===== src/fupp_pkg.sv =====
`timescale 1ns / 1ps
// Shared types, character codes and decode helpers for the form pair parser.
// No dependencies.
package fupp_pkg;

  typedef enum logic [2:0] {
    KIND_KEY_BYTE = 3'd0,
    KIND_VAL_BYTE = 3'd1,
    KIND_KEY_END  = 3'd2,
    KIND_VAL_END  = 3'd3,
    KIND_DROPPED  = 3'd4
  } kind_e;

  localparam logic [7:0] CH_PCT   = 8'h25;
  localparam logic [7:0] CH_PLUS  = 8'h2B;
  localparam logic [7:0] CH_EQ    = 8'h3D;
  localparam logic [7:0] CH_AMP   = 8'h26;
  localparam logic [7:0] CH_SPACE = 8'h20;

  localparam int unsigned RES_MAX  = 3;
  localparam int unsigned RQ_DEPTH = 4;
  localparam int unsigned RQ_AW    = $clog2(RQ_DEPTH);

  // APB register map (word index)
  localparam logic REG_FORM_DECODE_ENABLE = 1'b0;

  typedef struct packed {
    logic [7:0] data;
    kind_e      kind;
    logic       last;
  } result_t;

  typedef struct packed {
    logic [1:0]               count;
    result_t [RES_MAX-1:0]    res;
  } step_t;

  typedef struct packed {
    logic       value_phase;
    logic [1:0] esc_cnt;
    logic [7:0] first_hex;
  } parse_st_t;

  function automatic step_t push_res(step_t s, logic [7:0] d, kind_e k);
    step_t r;
    r = s;
    if (s.count != 2'd3) begin
      r.res[s.count].data = d;
      r.res[s.count].kind = k;
      r.res[s.count].last = 1'b0;
      r.count = s.count + 2'd1;
    end
    return r;
  endfunction

  function automatic logic [7:0] plain_byte(logic [7:0] c);
    return (c == CH_PLUS) ? CH_SPACE : c;
  endfunction

  // {valid, nibble}
  function automatic logic [4:0] hex_val(logic [7:0] c);
    logic [4:0] r;
    r = 5'd0;
    if (c >= 8'h30 && c <= 8'h39)      r = {1'b1, 4'(c - 8'h30)};
    else if (c >= 8'h61 && c <= 8'h66) r = {1'b1, 4'(c - 8'h57)};
    else if (c >= 8'h41 && c <= 8'h46) r = {1'b1, 4'(c - 8'h37)};
    return r;
  endfunction

  // only leading hex digits count
  function automatic logic [7:0] escape_byte(logic [7:0] hi, logic [7:0] lo);
    logic [4:0] h;
    logic [4:0] l;
    logic [7:0] r;
    h = hex_val(hi);
    l = hex_val(lo);
    if (!h[4])      r = 8'd0;
    else if (!l[4]) r = {4'd0, h[3:0]};
    else            r = {h[3:0], l[3:0]};
    return r;
  endfunction

endpackage


===== src/fupp_step.sv =====
`timescale 1ns / 1ps
// Per-byte decode: from parse state and one input byte, builds up to three
// result words and the next parse state. Uses fupp_pkg.
module fupp_step import fupp_pkg::*; (
  input  parse_st_t  st_i,
  input  logic       enable_i,
  input  logic [7:0] byte_i,
  input  logic       last_i,
  output parse_st_t  st_o,
  output step_t      step_o
);

  kind_e kind_byte;
  logic  ends;

  assign kind_byte = st_i.value_phase ? KIND_VAL_BYTE : KIND_KEY_BYTE;
  assign ends      = st_i.value_phase ? (byte_i == CH_AMP) : (byte_i == CH_EQ);

  always_comb begin
    step_t s;
    parse_st_t n;
    s = '0;
    n = st_i;
    if (!enable_i) begin
      n.esc_cnt = 2'd0;
      s = push_res(s, byte_i, KIND_VAL_BYTE);
      if (last_i) begin
        s = push_res(s, 8'd0, KIND_VAL_END);
        n.value_phase = 1'b0;
      end
    end else begin
      if (ends) begin
        // short escape: flush '%' and any held byte before the end marker
        if (st_i.esc_cnt != 2'd0) s = push_res(s, CH_PCT, kind_byte);
        if (st_i.esc_cnt[1])      s = push_res(s, plain_byte(st_i.first_hex), kind_byte);
        s = push_res(s, 8'd0, st_i.value_phase ? KIND_VAL_END : KIND_KEY_END);
        n.esc_cnt     = 2'd0;
        n.value_phase = ~st_i.value_phase;
        if (last_i && n.value_phase) s = push_res(s, 8'd0, KIND_VAL_END);
      end else begin
        unique case (st_i.esc_cnt)
          2'd0: begin
            if (byte_i == CH_PCT && !last_i) n.esc_cnt = 2'd1;
            else s = push_res(s, plain_byte(byte_i), kind_byte);
          end
          2'd1: begin
            if (last_i) begin
              s = push_res(s, CH_PCT, kind_byte);
              s = push_res(s, plain_byte(byte_i), kind_byte);
              n.esc_cnt = 2'd0;
            end else begin
              n.first_hex = byte_i;
              n.esc_cnt   = 2'd2;
            end
          end
          default: begin
            s = push_res(s, escape_byte(st_i.first_hex, byte_i), kind_byte);
            n.esc_cnt = 2'd0;
          end
        endcase
        if (last_i) s = push_res(s, 8'd0, st_i.value_phase ? KIND_VAL_END : KIND_DROPPED);
      end
      if (last_i) begin
        n.value_phase = 1'b0;
        n.esc_cnt     = 2'd0;
      end
    end
    if (s.count != 2'd0) s.res[s.count - 2'd1].last = 1'b1;
    st_o   = n;
    step_o = s;
  end

endmodule


===== src/fupp_rq.sv =====
`timescale 1ns / 1ps
// Result queue: takes up to three words per cycle, hands out one per cycle
// unless stalled. Uses fupp_pkg.
module fupp_rq import fupp_pkg::*; (
  input  logic    clk_i,
  input  logic    rst_ni,
  input  logic    push_i,
  input  step_t   step_i,
  output logic    full_o,
  output logic    valid_o,
  input  logic    stall_i,
  output result_t head_o
);

  result_t             mem_q [RQ_DEPTH];
  logic [RQ_AW-1:0]    wr_ptr_q, wr_ptr_d;
  logic [RQ_AW-1:0]    rd_ptr_q, rd_ptr_d;
  logic [RQ_AW:0]      cnt_q, cnt_d;
  logic [1:0]          n_push;
  logic                pop;

  assign n_push  = push_i ? step_i.count : 2'd0;
  assign valid_o = (cnt_q != '0);
  assign pop     = valid_o && !stall_i;
  assign head_o  = mem_q[rd_ptr_q];
  // room for a full step only while at most one word waits
  assign full_o  = (cnt_q > (RQ_AW+1)'(RQ_DEPTH - RES_MAX));

  assign wr_ptr_d = wr_ptr_q + RQ_AW'(n_push);
  assign rd_ptr_d = rd_ptr_q + RQ_AW'(pop);
  assign cnt_d    = cnt_q + (RQ_AW+1)'(n_push) - (RQ_AW+1)'(pop);

  always_ff @(posedge clk_i or negedge rst_ni) begin
    if (!rst_ni) begin
      wr_ptr_q <= '0;
      rd_ptr_q <= '0;
      cnt_q    <= '0;
    end else begin
      wr_ptr_q <= wr_ptr_d;
      rd_ptr_q <= rd_ptr_d;
      cnt_q    <= cnt_d;
    end
  end

  always_ff @(posedge clk_i) begin
    for (int i = 0; i < RES_MAX; i++) begin
      if (2'(i) < n_push) mem_q[RQ_AW'(wr_ptr_q + RQ_AW'(i))] <= step_i.res[i];
    end
  end

endmodule


===== src/form_urlencoded_pair_parser.sv =====
`timescale 1ns / 1ps
// Throughput: 1 byte per cycle; each byte yields 0 to 3 words, written to the
// result queue when the byte is taken; one word leaves per cycle unless
// out_stall_i is set, and the 4-entry queue stalls input while 2 or more wait.
// Reset: parse state cleared, form decoding enabled, result queue empty.
// Depends on fupp_pkg, fupp_step, fupp_rq.
module form_urlencoded_pair_parser import fupp_pkg::*; (
  input  logic        clk_i,
  input  logic        rst_ni,
  input  logic        psel,
  input  logic        penable,
  input  logic        pwrite,
  input  logic [2:0]  paddr,
  input  logic [31:0] pwdata,
  output logic [31:0] prdata,
  output logic        pready,
  input  logic        in_valid_i,
  output logic        in_stall_o,
  input  logic [7:0]  in_byte_i,
  input  logic        in_last_i,
  output logic        out_valid_o,
  input  logic        out_stall_i,
  output logic [7:0]  out_byte_o,
  output logic [2:0]  out_kind_o,
  output logic        out_last_o
);

  logic      enable_q;
  parse_st_t st_q, st_d;
  step_t     step;
  logic      rq_full;
  logic      accept;
  result_t   head;

  assign pready = 1'b1;
  assign prdata = (paddr[2] == REG_FORM_DECODE_ENABLE) ? {31'd0, enable_q} : 32'd0;

  assign in_stall_o = rq_full;
  assign accept     = in_valid_i && !rq_full;

  fupp_step u_step (
    .st_i     (st_q),
    .enable_i (enable_q),
    .byte_i   (in_byte_i),
    .last_i   (in_last_i),
    .st_o     (st_d),
    .step_o   (step)
  );

  fupp_rq u_rq (
    .clk_i   (clk_i),
    .rst_ni  (rst_ni),
    .push_i  (accept),
    .step_i  (step),
    .full_o  (rq_full),
    .valid_o (out_valid_o),
    .stall_i (out_stall_i),
    .head_o  (head)
  );

  assign out_byte_o = head.data;
  assign out_kind_o = head.kind;
  assign out_last_o = head.last;

  always_ff @(posedge clk_i or negedge rst_ni) begin
    if (!rst_ni) begin
      enable_q <= 1'b1;
      st_q     <= '0;
    end else begin
      if (psel && penable && pwrite && paddr[2] == REG_FORM_DECODE_ENABLE) begin
        enable_q <= pwdata[0];
      end
      if (accept) begin
        st_q <= st_d;
      end
    end
  end

endmodule

===== config.mk =====
export PLATFORM = sky130hd
export DESIGN_NAME = form_urlencoded_pair_parser
export DESIGN_NICKNAME = d
export VERILOG_FILES = /design/src/fupp_pkg.sv /design/src/fupp_step.sv /design/src/fupp_rq.sv /design/src/form_urlencoded_pair_parser.sv
export SDC_FILE = /design/constraint.sdc
export NUM_CORES = 1
export LEC_CHECK = 0
export BUFFER_PORTS_ARGS = -buffer_cell sky130_fd_sc_hd__buf_2
export CELL_PAD_IN_SITES_DETAIL_PLACEMENT = 0
export CELL_PAD_IN_SITES_GLOBAL_PLACEMENT = 1
export CORE_MARGIN = 10
export CORE_UTILIZATION = 47
export CTS_CLUSTER_SIZE = 10
export DETAILED_ROUTE_END_ITERATION = 8
export GPL_ROUTABILITY_DRIVEN = 0
export PLACE_DENSITY_LB_ADDON = 0.1
export SLEW_MARGIN = 25
export SYNTH_ARGS = -nofsm -noshare
export SYNTH_HDL_FRONTEND = slang
export SYNTH_SLANG_ARGS = --single-unit

===== constraint.sdc =====
create_clock -name clk_i -period 6.6 [get_ports clk_i]
set_input_delay 1.32 -clock clk_i [delete_from_list [all_inputs] [get_ports clk_i]]
set_output_delay 1.32 -clock clk_i [all_outputs]
set_load 0.03 [all_outputs]

* Word-level counts from Yosys, hierarchy flattened *
Memories as Yosys holds them, arrays and structs flattened.
Index checks and enable logic that the tools add are counted.

operators by class
  add/sub/neg operators = 19
  multiply operators = 0
  divide/modulo/power cells = 0
  order comparisons = 30
  equality and inequality tests = 13
  shift-type cells = 0
  muxes and demuxes = 127
  bitwise gates (word level) = 4
  reductions and logical operators = 33

operators by type and width
  cell                                                             number
  2-to-1 mux 38 bit                                                21
  bitwise mux 36 bit                                               19
  demux 12 bit (select 2 bit)                                      19
  2-to-1 mux 12 bit                                                11
  case mux 38 bit (2 select lines)                                 1
  2-to-1 mux 37 bit                                                2
  2-to-1 mux 5 bit                                                 12
  equality test 8 x 6 -> 1 bit (second input constant)             5
  2-to-1 mux 36 bit                                                1
  >= comparator 8 x 7 -> 1 bit (second input constant)             4
  less-or-equal comparator 8 x 7 -> 1 bit (second input constant)  4
  2-to-1 mux 8 bit                                                 4
  2-to-1 mux 4 bit                                                 6
  less-than comparator 2 x 3 -> 1 bit (second input constant)      7
  logical AND 1 bit                                                20
  2-to-1 mux 1 bit                                                 19
  >= comparator 8 x 6 -> 1 bit (second input constant)             2
  less-or-equal comparator 8 x 6 -> 1 bit (second input constant)  2
  2-to-1 mux 2 bit                                                 8
  subtractor 4 x 3 -> 4 bit (second input constant)                4
  adder 2 x 1 -> 2 bit (second input constant)                     7
  >= comparator 2 x 1 -> 1 bit (second input constant)             7
  inequality test 2 bit (second input constant)                    6
  2-to-1 mux 3 bit                                                 3
  other kinds (22)                                                 32

word-level totals
  register bits = 19
  bits in latches = 0
  memory bits (writable) = 48
  memory bits (read-only) = 0
  bits of input ports = 51
  word-level logic and storage cells = 234
  memories = 1

memory list
  name        depth  width  rd ports  clocked after memory_dff  wr ports  line           RTL
  u_rq.mem_q  4      12     1         0                         3         fupp_rq.sv:15  result_t mem_q [RQ_DEPTH];

* Logic depth before layout (Yosys ltp) *
Gate-level depths: netlist of the first run.

  depth in word-level cells = 43
  gate-level depth with buffers = 13
  mapped depth without buffers = 13

* Hierarchy *
Synthesis of the first run repeated with hierarchy kept, for this count alone.

second synthesis, totals
  cells, all modules = 489
  area, all modules = 5527.8 sq um

modules (own cells, without submodules)
  module                       instances  cells each  area an instance (sq um)  seq. area each (sq um)
  fupp_rq                      1          224         3380.7                    1616.6
  fupp_step                    1          203         1380.1                    0.0
  form_urlencoded_pair_parser  1          62          767.0                     301.5

* Worst setup path after synthesis of the first run *
OpenSTA, ideal clock, no wires.

  kind = input -> register
  start point = in in_byte_i[4]
  end point = mem u_rq.mem_q[3][0] (netlist name), enable pin
  setup time = 385 ps
  arrival time = 3854 ps
  required time = 6215 ps
  slack = 2361 ps
  stages on the path = 9
  path buffers = 2
  path through = buf_6 -> or4b_4 -> o2bb2ai_4 -> nand2_2 -> and4_1 -> a211oi_2 -> buf_4 -> o211ai_1 -> a21oi_1

RTL lines
  what             line                               RTL
  start, declared  form_urlencoded_pair_parser.sv:19  input logic [7:0] in_byte_i,
  end, declared    fupp_rq.sv:15

==> results of run 1 <==
[cells in the final DEF (no fill, tap or decap), drive strengths merged, types with 5 or more instances in the layout]
cell type / instances
nand2b: 5
nand3: 10
buf: 37
ha: 12
clkbuf: 9
inv: 19
xnor2: 6
a22oi: 5
and3: 5
a21oi: 21
nor3: 11
mux2: 11
conb: 32
o22ai: 18
nor4b: 5
o21ai: 32
nor2b: 7
dfrtp: 18
or2: 6
nor2: 31
mux2i: 22
edfxtp: 48
nand2: 26
mux4: 12
[power breakdown]
group	total, uW	switching [uW]	internal, uW
combinational	570	350	220
sequential	636	102	534
clock	319	181	138
[registers in the layout, summed over array words and instances (netlist names)]
register	cells
u_rq.wr_ptr_q	2
enable_q	1
u_rq.mem_q	48
st_q	11
u_rq.rd_ptr_q	2
u_rq.cnt_q	3
[area by class of cell]
| type | count | area, sq um | share of cell area [%] |
|---|---|---|---|
| multi-input combinational | 345 | 2560 | 50.4 |
| sequential | 67 | 1920 | 37.7 |
| timing repair buffer | 37 | 198 | 3.89 |
| tap | 133 | 166 | 3.27 |
| clock buffer | 9 | 124 | 2.43 |
| inverter | 17 | 63.8 | 1.25 |
| clock inverter | 7 | 52.6 | 1.03 |
[worst paths after layout]
path	startpoint	end	slack (ns)	cells past startpoint
setup / recovery	in_byte_i[1]	u_rq.mem_q[0][6]	2.34	11
hold / removal	u_rq.cnt_q[2]	u_rq.cnt_q[2]	0.48	1
setup reg to reg	st_q[9]	u_rq.mem_q[0][6]	3.36	7
hold reg to reg	u_rq.cnt_q[2]	u_rq.cnt_q[2]	0.48	1
max in group asynchronous	rst_ni	enable_q	5.32	1
min in group asynchronous	rst_ni	st_q[8]	0.92	1
[worst register-to-register path: stages (launching register included)]
cell and delay (ns):
dfrtp_1 0.58, nor2b_1 0.34, and2_1 0.40, o21ai_1 0.17
a211oi_2 0.25, buf_4 0.24, nand2_1 0.13, o221ai_2 0.75
[kinds of logic after synthesis]
kind of cell,Yosys count
AOI/OAI and AO/OA,122
xor gates and xnor gates,8
adders and majority gates,13
buffers and inverters,75
DFF,67
muxes,45
other,2
and+or+nand+nor,125
[per-layer routing]
metal,GRT usage [%],wire length (um),vias up
met5,0,0,-
met3,3.77,767,17
li1,-,-,1713
met2,26.1,5590,154
met1,23.4,5870,1756
met4,5.43,210,0
[per-stage QoR]
| stage | setup WS [ns] | cell area, sq um | utilization, % |
|---|---|---|---|
| floorplan | 2.36 | 4910 | - |
| global placement | 2.05 | 4910 | 49.8 |
| detailed placement | 2.02 | 4910 | 49.8 |
| CTS | 2.38 | 5090 | 51.6 |
| global route | 2.18 | 5090 | 51.6 |
| finish | 2.34 | 5090 | 51.6 |
==> reports/results.ini, run 1 <==
[worst_setup_path]
path_max_fanout = 16
crit_path_top_delay_cell = nor4b_1
cp.required_ns = 6.56
worstPathArrival_ns = 4.22
worstPathCellList = buf_2, inv_1, ha_1, nor4b_1, a21oi_1, nor2_1, and4_1, a211oi_2, buf_4, a21oi_1, o221ai_2
critPathTopFamily = simple AND/OR/NAND/NOR gates
slowest_delay_ns = 0.70
cp-start-kind = input pin
crit_type = in2reg
cpMostUsedCell = a21oi_1
cp_num_buf_inv = 3
end_kind = flip-flop

[drt]
num_vias = 3640
first_pass_iters = 5
drc = 0
vias_per_cell = 5.92
wl_per_cell_um = 20.2
route.antenna.remaining_nets = 0
routed_wl_mm = 12.4
drt_iter0_drc = 309

[yosys]
ys_seq_area_share_pct = 40.0
synthMuxAreaShare_pct = 12.8
synthAdderAreaFrac_pct = 3.55
synth_compound_area_share_pct = 17.9
async_flop_share_pct = 28.4
synthXorXnorAreaFrac_pct = 1.46
synth_area_leader_cell = edfxtp_1
synth_edf_count = 48
post-synth-top-count-cell = edfxtp_1
synth_top_area_share_pct = 30.0
synthFlopType = edfxtp_1
ys_warn_count = 0
synth.distinct_cells = 79
synth_top_family_by_area = compound AO/OA/AOI/OAI gates
synth_area_per_cell_sq_um = 10.5
synth.area.top_cells = edfxtp_1 (30%), dfrtp_1 (9.4%), buf_4 (5.6%)
syn_area_sq_mm = 0.00480
yosys-top-cells-count = edfxtp_1 (48), buf_4 (36), nor2_1 (30), o21ai_0 (30), nand2_1 (24)
ys_ff_latch = 67
netlist_instances = 457
synth-simple-area-share_pct = 14.9

[global_route]
overflow = 0
grt_max_degree = 25
grt_usage_pct = 17.1
grt_pass1_vias = 3646
antenna_found_initial = 0
grt_pass1_wl_mm = 20.0

[die]
die_x_um = 121
initial_core_util_pct = 48.6
core.rowCount = 36
die_height_um = 121
die_area_sq_mm = 0.0146
core_sq_mm = 0.00986
ioPinCount = 98

[power_and_ir_drop]
max-vdd-ir-drop_mv = 0.164
leakagePower_uw = 0.00197
power.density_mw_per_mm2 = 300
power_uw = 1530

[layout]
diodes = 0
num-fill-cells = 907
finalNonFillerCells = 615
syn2layout_area_growth_pct = 6.05
finalNetCount = 541
drive_gt1_share_pct = 20.7

[timing]
max_slew_margin_pct = 38.1
min_period_ns = 4.26
setup_viol = 0
tightest_slew_ns = 0.917
hold_slack_ns = 0.479
final-max-slew-violation-count = 0
rsz0062_at_grt = no
fmax_ghz = 0.235
final.period_utilization_pct = 64.5
fin_skew_ns = 0.00978
tns_ns = 0
finalHoldViolCount = 0

[placed_design]
port_buffers = 32
hpwl_mm = 9.00
dp.cells = 599

[clocking]
cts_setup_buffers = 0
ctsHtreeMaxLevel = 3
ctsResizeCount = 0
clkLatencyLatePin_ns = 0.36
cts_tree = done
postCtsHoldBufs = 0
cts_made_buffers = 9
cts.clk_slew.worst_paths_ns = 0.08
clockBufferDepth = 2
cts_sinks = 67
root_buffer = clkbuf_8

[hold_path]
min_path_type = reg2reg

[run]
maxCapViolCount = 0

[outcome]
outcome = finished clean

Power figures use the tool's default switching activity.
==> run 2: changes to the inputs <==
Settings changed: CORE_UTILIZATION 47 to 43.
Clock period 6.6 ns to 4.4 ns, I/O delays scaled along.
==> run 2 against run 1 <==
  * First-iteration DRC count is 3.6% lower
  * Register-to-register slack worse by 2.2 ns
  * Combinational power is 51% higher
  * Critical endpoint is now u_rq.cnt_q[2]
  * Largest cell class unchanged
  * Highest routed layer unchanged
==> reports/results.ini, run 2 (synthesis results as in run 1) <==
[layout]
drive_gt1_share_pct = 21.3  ; +0.56 points
finalNetCount = 548  ; +1.3%
diodes = 0  ; unchanged
largest_register_ffs = 48  ; unchanged
finalNonFillerCells = 628  ; +2.1%
top_regs = u_rq.mem_q: 48 flops, st_q: 11 flops, u_rq.cnt_q: 3 flops
largest_register = u_rq.mem_q
syn2layout_area_growth_pct = 7.69
design_area_sq_mm = 0.00517  ; +1.5%
final_common_cell = edfxtp_1
final_cell_mix = edfxtp_1 (48), conb_1 (32), buf_2 (32), nor2_1 (30), o21ai_0 (30)

[timing]
tightest_slew_ns = 1.10  ; +0.186 ns
finalHoldViolCount = 0  ; unchanged
tns_ns = 0  ; unchanged
max_slew_margin_pct = 25.5  ; -13 points
final-max-slew-violation-count = 0  ; unchanged
fin_skew_ns = 0.00990  ; +0.000115 ns
fmax_ghz = 0.277
setup_viol = 0  ; unchanged
min_period_ns = 3.61
rsz0062_at_grt = no
final.period_utilization_pct = 82.0

[placed_design]
port_buffers = 32  ; unchanged
placed_area_sq_mm = 0.00496  ; +0.99%
dp.cells = 613  ; +2.3%
hpwl_mm = 9.27  ; +3.0%

[worst_setup_path]
cp-start-kind = input pin
slowest_delay_ns = 0.60  ; -0.10 ns
crit_path_top_delay_cell = or4b_4
worstPathArrival_ns = 3.84  ; -0.38 ns
cp.required_ns = 4.63  ; -1.93 ns
crit_type = in2reg
path_max_fanout = 12  ; -4
worstPathCellList = buf_2, or4b_4, o2bb2ai_4, nand2_2, and4_1, a211o_1, nor2_1, ha_1, inv_1, fa_1, xor2_1, xnor2_1
end_kind = flip-flop

[clocking]
ctsHtreeMaxLevel = 3  ; unchanged
postCtsHoldBufs = 0  ; unchanged
cts.clk_slew.worst_paths_ns = 0.08  ; about the same
cts_setup_buffers = 0  ; unchanged
clockBufferDepth = 2  ; unchanged
cts_tree = done
cts_made_buffers = 9  ; unchanged
ctsResizeCount = 0  ; unchanged
cts_sinks = 67  ; unchanged
root_buffer = clkbuf_8
clkLatencyLatePin_ns = 0.35  ; about the same

[power_and_ir_drop]
max-vdd-ir-drop_mv = 0.249  ; +52%
internal_power_uw = 1450  ; +63%
swShare_pct = 38.7  ; -2.8 points
seq_power_share_pct = 40.2  ; -1.5 points
leakagePower_uw = 0.00203  ; +3.0%
power_frac_comb_pct = 36.3  ; -1.1 points
p_switching_uw = 915  ; +45%
power.density_mw_per_mm2 = 458  ; +53%
power_frac_clock_pct = 23.5  ; +2.6 points

[global_route]
grt_pass1_wl_mm = 20.3  ; +1.4%
overflow = 0  ; unchanged
grt_util_met1_pct = 20.9  ; -2.6 points
antenna_found_initial = 0  ; unchanged
use_met3_pct = 3.61  ; -0.16 points
grt_pass1_vias = 3609  ; -1.0%
grt_usage_pct = 15.8  ; -1.3 points
grt_busiest_layer = met2
use_met2_pct = 25.4  ; -0.64 points
grt_max_degree = 25  ; unchanged

[die]
die_area_sq_mm = 0.0158  ; +7.7%
die_height_um = 126  ; +3.8%
core.rowCount = 38  ; +5.6%
ioPinCount = 98  ; unchanged
die_x_um = 126  ; +3.8%
core_sq_mm = 0.0109  ; +10%
initial_core_util_pct = 44.1  ; -4.6 points

[drt]
first_pass_iters = 5  ; unchanged
routed_wl_mm = 12.8  ; +2.6%
route.antenna.remaining_nets = 0  ; unchanged
wl_per_cell_um = 20.3  ; +0.49%
vias_per_cell = 5.83  ; -1.5%
drt_iter0_drc = 298  ; -3.6%
num_vias = 3662  ; +0.60%
drc = 0  ; unchanged

[hold_path]
min_path_type = in2async

[run]
maxCapViolCount = 0  ; unchanged

[outcome]
outcome = finished clean

[run 2: routing by layer]
| metal | wire [um] | share of wire, % |
|---|---|---|
| met1 | 5840 | 46 |
| met2 | 6130 | 48 |
| met3 | 578 | 4.5 |
| met4 | 209 | 1.6 |
| met5 | 0 | 0 |
[run 2: final timing paths]
path	from	to	slack [ns]	cells past startpoint
setup / recovery	in_byte_i[3]	u_rq.cnt_q[2]	0.79	12
hold / removal	rst_ni	u_rq.rd_ptr_q[0]	0.48	1
setup reg to reg	st_q[9]	u_rq.cnt_q[2]	1.15	9
hold reg to reg	u_rq.cnt_q[2]	u_rq.cnt_q[2]	0.48	1
max in group asynchronous	rst_ni	enable_q	3.56	1
min in group clk_i	u_rq.cnt_q[2]	u_rq.cnt_q[2]	0.48	1
[run 2: final cells by class]
| class | count | area, sq um |
|---|---|---|
| clock buffers | 10 | 128 |
| clock inverters | 5 | 78.8 |
| fillers | 1072 | 5720 |
| inverters | 17 | 63.8 |
| multi-input cells | 345 | 2550 |
| flip-flops and latches | 67 | 1920 |
| well taps | 140 | 175 |
| repair buffers | 44 | 250 |
[run 2: stage by stage]
step                      total power (uW)  hold WS (ns)  setup slack, ns  utilization (%)
after global routing                  2490         0.490            0.573             47.4
after detailed placement              1840         0.472            0.424             45.6
after global placement                1820         0.465            0.438             45.6
final                                 2370         0.478            0.791             47.4
after floorplan                       1610         0.447            0.601                -
after CTS                             2390         0.476            0.794             47.4
[run 2: power groups by stage]
stage,Sequential [uW],Combinational (uW),Clock [uW]
after floorplan,853,760,0
after global placement,959,857,0
after detailed placement,969,868,0
after CTS,957,871,561
after global routing,973,936,585
final,950,860,556
[run 2: worst max-delay path, delay by kind of cell]
family | cells | cell delay [ns]
simple gates | 4 | 1.24
compound gates | 2 | 0.65
fa+ha+maj | 2 | 0.55
xor+xnor | 2 | 0.29
buf+inv | 2 | 0.23
==> run 3: changes to the inputs <==
Settings changed: CORE_UTILIZATION 43 to 39.
Clock period 4.4 ns to 3.3 ns, I/O delays scaled along.
==> run 3 against run 2 <==
  * Routed wire length increased by 0.96%
  * Setup slack got worse by 0.47 ns
  * Largest power group is now combinational cells
  * Final cell count increased by 6.2%
  * Critical endpoint is now u_rq.mem_q[0][11]
  * Highest routed layer unchanged
  * Sequential share of layout area decreased by 2.7 points
  * Critical path type unchanged
==> reports/results.ini, run 3 (synthesis results as in run 1) <==
[layout]
top_regs = u_rq.mem_q: 48 flops, st_q: 11 flops, u_rq.cnt_q: 3 flops
largest_register_ffs = 48  ; unchanged
final_common_cell = edfxtp_1
syn2layout_area_growth_pct = 16.2
diodes = 0  ; unchanged
largest_register = u_rq.mem_q
drive_gt1_share_pct = 26.7  ; +5.4 points
finalNetCount = 579  ; +5.7%
final_cell_mix = edfxtp_1 (48), buf_4 (40), conb_1 (32), buf_2 (32), o21ai_0 (30)

[placed_design]
port_buffers = 32  ; unchanged
hpwl_mm = 9.79  ; +5.6%

[drt]
routed_wl_mm = 12.9  ; +0.96%
num_vias = 3717  ; +1.5%
vias_per_cell = 5.57  ; -4.4%
wl_per_cell_um = 19.3  ; -4.9%
drt_iter0_drc = 278  ; -6.7%
first_pass_iters = 7  ; +2
route.antenna.remaining_nets = 0  ; unchanged
drc = 0  ; unchanged

[die]
initial_core_util_pct = 39.9  ; -4.1 points
core_sq_mm = 0.0120  ; +10%
core.rowCount = 40  ; +5.3%
die_height_um = 131  ; +4.2%
die_area_sq_mm = 0.0171  ; +8.6%
die_x_um = 131  ; +4.2%
ioPinCount = 98  ; unchanged

[timing]
rsz0062_at_grt = no
max_slew_margin_pct = 58.1  ; +33 points
final.period_utilization_pct = 90.1
min_period_ns = 2.97
finalHoldViolCount = 0  ; unchanged
setup_viol = 0  ; unchanged
fin_skew_ns = 0.00622  ; -0.00368 ns
tightest_slew_ns = 0.629  ; -0.474 ns
fmax_ghz = 0.336
tns_ns = 0  ; unchanged
final-max-slew-violation-count = 0  ; unchanged

[clocking]
cts_sinks = 67  ; unchanged
root_buffer = clkbuf_16
postCtsHoldBufs = 0  ; unchanged
clockBufferDepth = 2  ; unchanged
clkLatencyLatePin_ns = 0.33  ; -0.02 ns
cts.clk_slew.worst_paths_ns = 0.06  ; -0.02 ns
cts_setup_buffers = 0  ; unchanged
ctsHtreeMaxLevel = 3  ; unchanged
cts_made_buffers = 9  ; unchanged
ctsResizeCount = 0  ; unchanged
cts_tree = done

[global_route]
grt_pass1_vias = 3672  ; +1.7%
grt_usage_pct = 15.3  ; -0.40 points
overflow = 0  ; unchanged
grt_pass1_wl_mm = 20.4  ; +0.24%
grt_max_degree = 24  ; -4.0%
antenna_found_initial = 0  ; unchanged

[power_and_ir_drop]
power_uw = 3510  ; +48%
leakagePower_uw = 0.00223  ; +10%
power.density_mw_per_mm2 = 630  ; +38%
max-vdd-ir-drop_mv = 0.246  ; -1.2%

[hold_path]
min_path_type = in2async

[worst_setup_path]
startpoint = in_byte_i[3]
crit_type = in2reg
worstPathArrival_ns = 2.99  ; -0.85 ns
end_kind = flip-flop
cp-start-kind = input pin
path_max_fanout = 12  ; unchanged
r2r-start = st_q[8]
cp.required_ns = 3.32  ; -1.31 ns

[run]
maxCapViolCount = 0  ; unchanged

[outcome]
outcome = finished clean

==> run 3: cell count changes in the layout (fill, tap and decap cells not counted) <==
cell / previous run / this run
buf_12: 0 / 3
nor2_2: 0 / 2
a21oi_1: 21 / 20
clkbuf_8: 9 / 0
clkinvlp_4: 0 / 2
buf_4: 12 / 40
clkbuf_16: 0 / 9
clkinv_4: 1 / 0
nor2_1: 30 / 28
clkinv_2: 2 / 1
a21oi_4: 0 / 1
inv_6: 0 / 1
==> run 3: power by group <==
group,switching (uW),internal (uW),leakage [uW]
sequential,102,1070,0.000675
combinational,808,507,0.00141
clock,361,662,0.000149
==> run 3: area by class of cell <==
class / instances / area, sq um
Fill cell: 1152 / 6440
Clock inverter: 6 / 88.8
Tap cell: 147 / 184
Inverter: 17 / 63.8
Sequential cell: 67 / 1920
Timing Repair Buffer: 75 / 520
Clock buffer: 10 / 229
Multi-Input combinational cell: 345 / 2570
==> run 3: metrics by stage <==
step	std cells	worst slack (ns)	hold slack, ns	area, sq um	util, %
2_1_floorplan	487	-0.149	0.364	4930	-
3_3_place_gp	651	-0.000286	0.466	5260	43.8
3_5_place_dp	651	-0.0184	0.478	5260	43.8
4_1_cts	667	0.319	0.301	5570	46.4
5_1_grt	667	0.128	0.322	5570	46.4
6_report	667	0.326	0.283	5570	46.4
==> run 3: worst paths after layout <==
kind                                      to  slack (ns)  depth (start not counted)
min                         u_rq.wr_ptr_q[1]        0.28                          1
min reg2reg                    u_rq.cnt_q[2]        0.48                          1
max                        u_rq.mem_q[0][11]        0.33                         10
max in group asynchronous           enable_q        2.66                          1
min in group clk_i             u_rq.cnt_q[2]        0.48                          1
max reg2reg                u_rq.mem_q[0][11]        0.35                          8
==> run 3: per-layer routing <==
metal  global-route usage, %  routed length, um
met5                       0                  0
met4                    4.19                205
met3                    2.90                509
met2                    23.9               5860
met1                    21.3               6310
==> run 3: worst max-delay path: stages <==
cell and delay (ns):
buf_2 0.10, or4b_4 0.57, o2bb2a_4 0.27, nor2_4 0.10, o21ai_1 0.11, buf_4 0.16
a211oi_2 0.37, a21oi_1 0.15, o221ai_1 0.21, buf_4 0.27
